--- config.mk ---
export PLATFORM = sky130hd
export DESIGN_NAME = dwds_ctrl
export DESIGN_NICKNAME = d
export VERILOG_FILES = /design/src/hw/rtl/dwds_pkg.sv /design/src/hw/rtl/dwds_ctrl.sv
export SDC_FILE = /design/constraint.sdc
export NUM_CORES = 1
export LEC_CHECK = 0
export BUFFER_PORTS_ARGS = -buffer_cell sky130_fd_sc_hd__buf_2
export CAP_MARGIN = 20
export CELL_PAD_IN_SITES_DETAIL_PLACEMENT = 2
export CELL_PAD_IN_SITES_GLOBAL_PLACEMENT = 2
export CORE_AREA = 2 2 45 51
export DETAILED_ROUTE_END_ITERATION = 6
export DIE_AREA = 0 0 47 53
export GPL_TIMING_DRIVEN = 0
export PLACE_DENSITY_LB_ADDON = 0.1
export SETUP_SLACK_MARGIN = 0.3
export SYNTH_ARGS = -nofsm -noshare
export SYNTH_HDL_FRONTEND = slang
export SYNTH_SLANG_ARGS = --single-unit
--- constraint.sdc ---
create_clock -name aclk -period 1.8 [get_ports aclk]
set_input_delay 0.36 -clock aclk [delete_from_list [all_inputs] [get_ports aclk]]
set_output_delay 0.36 -clock aclk [all_outputs]
set_load 0.01 [all_outputs]
--- src/hw/rtl/dwds_pkg.sv ---
`timescale 1ns / 1ps

package dwds_pkg;

    localparam int DEF_LINE_DEPTH = 1024;

    localparam int SAMPLE_W  = 16;
    localparam int LEVEL_W   = 16;
    localparam int CFG_W     = 10;
    localparam int CFG_IDX_W = 2;
    localparam int OFF_W     = 12;              // d+n+m fits in 12 bits
    localparam int SUM_W     = 28;
    localparam int QUO_W     = SUM_W + 1;       // signed quotient, magnitude up to 2^27
    localparam int DIFF_W    = QUO_W + 1;

    localparam logic [CFG_IDX_W-1:0] CFG_DELAY  = 2'd0;
    localparam logic [CFG_IDX_W-1:0] CFG_RECENT = 2'd1;
    localparam logic [CFG_IDX_W-1:0] CFG_OLDER  = 2'd2;

    localparam logic CMD_PUSH  = 1'b0;
    localparam logic CMD_PRIME = 1'b1;

    typedef struct packed {
        logic                       cmd;
        logic signed [SAMPLE_W-1:0] sample;
    } dwds_in_t;

    typedef struct packed {
        logic [LEVEL_W-1:0] on_level;
        logic [LEVEL_W-1:0] off_level;
        logic               config_error;
    } dwds_out_t;

    // which line entry the read port fetches
    typedef enum logic [1:0] {
        RD_ENTER   = 2'd0,
        RD_LEAVE_R = 2'd1,
        RD_LEAVE_O = 2'd2
    } dwds_rd_sel_t;

    typedef struct packed {
        logic         load_in;
        logic         sweep_wr;
        logic         prime_init;
        logic         push_wr;
        dwds_rd_sel_t rd_sel;
        logic         cap_enter;
        logic         cap_leave;
        logic         sum_upd;
        logic         div_start;
        logic         diff_load;
        logic         out_load;
    } dwds_cmd_t;

    typedef struct packed {
        logic sweep_last;
        logic cfg_bad;
        logic in_prime;
        logic div_busy;
        logic out_free;
    } dwds_stat_t;

endpackage

--- src/hw/rtl/dwds_ctrl.sv ---
`timescale 1ns / 1ps

module dwds_ctrl (
    input  logic                 aclk,
    input  logic                 aresetn,
    input  logic                 s_valid,
    output logic                 s_ready,
    input  dwds_pkg::dwds_stat_t stat,
    output dwds_pkg::dwds_cmd_t  cmd
);

    import dwds_pkg::*;

    typedef enum logic [3:0] {
        ST_CLEAR,
        ST_IDLE,
        ST_DECODE,
        ST_PRIME,
        ST_RD_ENTER,
        ST_RD_LEAVE_R,
        ST_RD_LEAVE_O,
        ST_SUM,
        ST_DIV_GO,
        ST_DIV,
        ST_DIFF,
        ST_OUT
    } state_t;

    state_t state_reg, state_next;
    logic   s_ready_reg;

    always_comb begin
        state_next = state_reg;
        cmd        = '0;
        cmd.rd_sel = RD_ENTER;
        case (state_reg)
            ST_CLEAR, ST_PRIME: begin
                cmd.sweep_wr = 1'b1;
                if (stat.sweep_last) begin
                    state_next = ST_IDLE;
                end
            end
            ST_IDLE: begin
                if (s_valid) begin
                    cmd.load_in = 1'b1;
                    state_next  = ST_DECODE;
                end
            end
            ST_DECODE: begin
                if (stat.in_prime) begin
                    cmd.prime_init = 1'b1;
                    state_next     = ST_PRIME;
                end else begin
                    cmd.push_wr = 1'b1;
                    state_next  = stat.cfg_bad ? ST_OUT : ST_RD_ENTER;
                end
            end
            ST_RD_ENTER: begin
                cmd.rd_sel = RD_ENTER;
                state_next = ST_RD_LEAVE_R;
            end
            ST_RD_LEAVE_R: begin
                cmd.rd_sel    = RD_LEAVE_R;
                cmd.cap_enter = 1'b1;
                state_next    = ST_RD_LEAVE_O;
            end
            ST_RD_LEAVE_O: begin
                cmd.rd_sel    = RD_LEAVE_O;
                cmd.cap_leave = 1'b1;
                state_next    = ST_SUM;
            end
            ST_SUM: begin
                cmd.sum_upd = 1'b1;
                state_next  = ST_DIV_GO;
            end
            ST_DIV_GO: begin
                cmd.div_start = 1'b1;
                state_next    = ST_DIV;
            end
            ST_DIV: begin
                if (!stat.div_busy) begin
                    state_next = ST_DIFF;
                end
            end
            ST_DIFF: begin
                cmd.diff_load = 1'b1;
                state_next    = ST_OUT;
            end
            ST_OUT: begin
                if (stat.out_free) begin
                    cmd.out_load = 1'b1;
                    state_next   = ST_IDLE;
                end
            end
            default: begin
                state_next = ST_IDLE;
            end
        endcase
    end

    always_ff @(posedge aclk) begin
        if (!aresetn) begin
            state_reg   <= ST_CLEAR;
            s_ready_reg <= 1'b0;
        end else begin
            state_reg   <= state_next;
            s_ready_reg <= (state_next == ST_IDLE);
        end
    end

    assign s_ready = s_ready_reg;

endmodule

==> flow_summary.json <==
{
  "syn_area_um2": 473,
  "cp.arrival_ps": 1190,
  "synth_commonest_cells": "8 x nor2_1, 5 x and3_1, 5 x buf_4, 5 x dfxtp_1, 5 x nand2_1",
  "dpl.cell_count": 109,
  "io_buffers": 20,
  "largest_reg_flops": 4,
  "drtAntennaViolNets": 0,
  "cts_buffers": 3,
  "post-synth-top-count-cell": "nor2_1",
  "rr_endpoint": "s_ready",
  "clk_latency_ps": 240,
  "path_buf_inv": 3,
  "num_vias": 618,
  "path_delay_family": "buffers and inverters",
  "endpoint_kind": "output port",
  "ff2ff_setup_slack_ps": 310,
  "skew_ps": 0.918,
  "whs_path_depth": 2,
  "synthTopCellsByArea": "dfxtp_1 21%, buf_4 7.9%, and3_1 6.6%, nor2_1 6.3%, a2111oi_4 5.8%",
  "synth_warnings": 0,
  "max_stage_delay_ps": 330,
  "start_util_pct": 24.2,
  "hp-class": "in -> reg",
  "avgViaCountPerCell": 4.79,
  "synth-edff-count": 0,
  "worst_slack_ps": 247,
  "grt_pass1_wl_um": 3020,
  "holdPathEnd": "state_reg[3]",
  "clock_path_buffers": 2,
  "reg2reg_from": "state_reg[3]",
  "cts.sinks": 5,
  "reg2reg_depth": 6,
  "slowest_stage": "dfxtp_2",
  "setup_viol": 0,
  "drt_drc_violations_left": 0,
  "grt_pass1_vias": 624,
  "rsz0062_at_grt": "true",
  "antenna_found_initial": 0,
  "htreeDepth": 1,
  "async_flop_share_pct": 0,
  "num_antenna_cells": 0,
  "max_freq_ghz": 0.644,
  "status": "finished, final reports clean",
  "tightestPinTransition_ps": 347,
  "cts_tree": "yes",
  "grt_overflow": 0,
  "ioPinCount": 21,
  "hpwl_um": 1190,
  "grt.total_usage_pct": 17.4,
  "fin_nets": 110,
  "timing.final.crit_period_ps": 1550,
  "cap_viol_max_count": 0,
  "wl_per_cell_um": 15.9,
  "dp_slack_ps": 309,
  "fp.coreArea_um2": 1960,
  "areaGrowthSynthToFinish_pct": 89.7,
  "synth.net_count": 69,
  "die_w_um": 47,
  "firstDrtPassIters": 4,
  "fin_crit_sh_pct": 86.3,
  "path_cells": "buf_6 > inv_4 > nand2_4 > nor3_2 > buf_2",
  "syn_inst": 61,
  "cp_num_cells": 5,
  "synth_top_area_cell": "dfxtp_1",
  "drtIter0Drc": 7,
  "hold_viol": 0,
  "crit_path_start_kind": "flop",
  "synth_cell_types": 28,
  "finalWirelength_um": 2050,
  "die_height_um": 53,
  "synth_seq_cells": 5,
  "worstPathRequired_ps": 1440,
  "grt_max_degree": 9,
  "final_cells": 129,
  "synth_ff_type": "dfxtp_1",
  "leakage_nw": 0.406,
  "core.rowCount": 17,
  "critPathMaxFanout": 6,
  "cts.clk_slew.worst_paths_ps": 40,
  "worst-setup-path-type": "reg -> out",
  "die_area_um2": 2490,
  "irDropWorstVdd_uv": 333,
  "power-per-cell-area_nw_per_um2": 551,
  "synth.avg_cell_area_um2": 7.75,
  "place.gp.congestion": 0.680,
  "ys_seq_area_share_pct": 21.2,
  "slew_viol_final": 0,
  "max_slew_margin_pct": 76.8,
  "root_buffer": "clkbuf_4",
  "tns_ps": 0,
  "synthDominantCellAreaShare_pct": 21.2,
  "drive_gt1_share_pct": 69.3,
  "cts_hold_buf": 0,
  "worstHoldStart": "aresetn"
}
power breakdown:
part           leakage (nW)  switching, mW  internal [mW]  total [mW]
Sequential           0.0430         0.0108          0.124       0.135
Combinational         0.348          0.112          0.119       0.231
Clock                0.0150         0.0444         0.0837       0.128
Total                 0.406          0.167          0.327       0.494
how the worst max path moves through the flow:
stage	start	end
2_1_floorplan	state_reg[3]	cmd[7]
3_3_place_gp	state_reg[1]	cmd[8]
3_5_place_dp	state_reg[1]	cmd[9]
4_1_cts	state_reg[0]	cmd[5]
5_1_grt	state_reg[1]	cmd[9]
6_report	state_reg[2]	cmd[2]
worst reg2reg max path, stage by stage, from the launching register on:
cell	delay (ps)
dfxtp_2	310
buf_8	140
buf_4	160
and2b_4	260
o21ai_0	110
and4_1	230
nor4b_2	150
layout make-up:
cell class | count | area, um2
multi-input combinational | 47 | 398
sequential | 5 | 108
fill | 237 | 1060
timing repair buffer | 36 | 245
inverter | 4 | 25.0
buffer | 5 | 60.1
tap | 28 | 35.0
clock buffer | 4 | 26.3
kinds of logic after synthesis:
| group | Yosys count | share of synthesized area [%] |
|---|---|---|
| AOI/OAI and AO/OA | 11 | 23.0 |
| buffers and inverters | 9 | 11.1 |
| xor gates and xnor gates | 1 | 1.85 |
| DFF | 5 | 21.2 |
| and+or+nand+nor | 35 | 42.9 |
per-layer routing:
layer  track usage, %  wire [um]  part of all wire [%]  vias to the layer above
met3             2.05         57                   2.8                        2
met4             8.33         10                  0.49                        0
met1             20.7        830                    41                      307
li1                 -          -                     -                      292
met5                0          0                     0                        -
met2             29.9       1150                    56                       17
through the flow:
stage / power, mW / hold slack (ps) / utilization (%) / cell area, um2
2_1_floorplan: 0.239 / 478 / - / 473
3_3_place_gp: 0.287 / 612 / 31.1 / 608
3_5_place_dp: 0.288 / 615 / 31.1 / 608
4_1_cts: 0.469 / 359 / 40.5 / 792
5_1_grt: 0.531 / 371 / 45.8 / 897
6_report: 0.494 / 370 / 45.8 / 897
placed cells by master, fill, tap and decap left out, types with 2 or more instances in the layout:
cell type / netlist / layout
and3_4: 0 / 2
nand2_1: 5 / 3
buf_6: 0 / 8
buf_2: 0 / 16
dfxtp_2: 0 / 3
nor3b_1: 2 / 2
a31oi_1: 2 / 2
buf_4: 5 / 16
and2_1: 2 / 2
nor2b_4: 0 / 3
clkbuf_4: 0 / 3
nand2_4: 0 / 2
nor2_1: 8 / 4
and3_1: 5 / 3
nor2_4: 0 / 2
nor2_2: 0 / 2
what timing repair did:
| action | in CTS | in global routing |
|---|---|---|
| pin swaps | 6 | 5 |
| gates resized for setup | 27 | 15 |
| buffers inserted | 10 | 6 |
| endpoints found under the setup margin | 11 | 12 |
No activity file was read; power rests on OpenSTA's default activity.
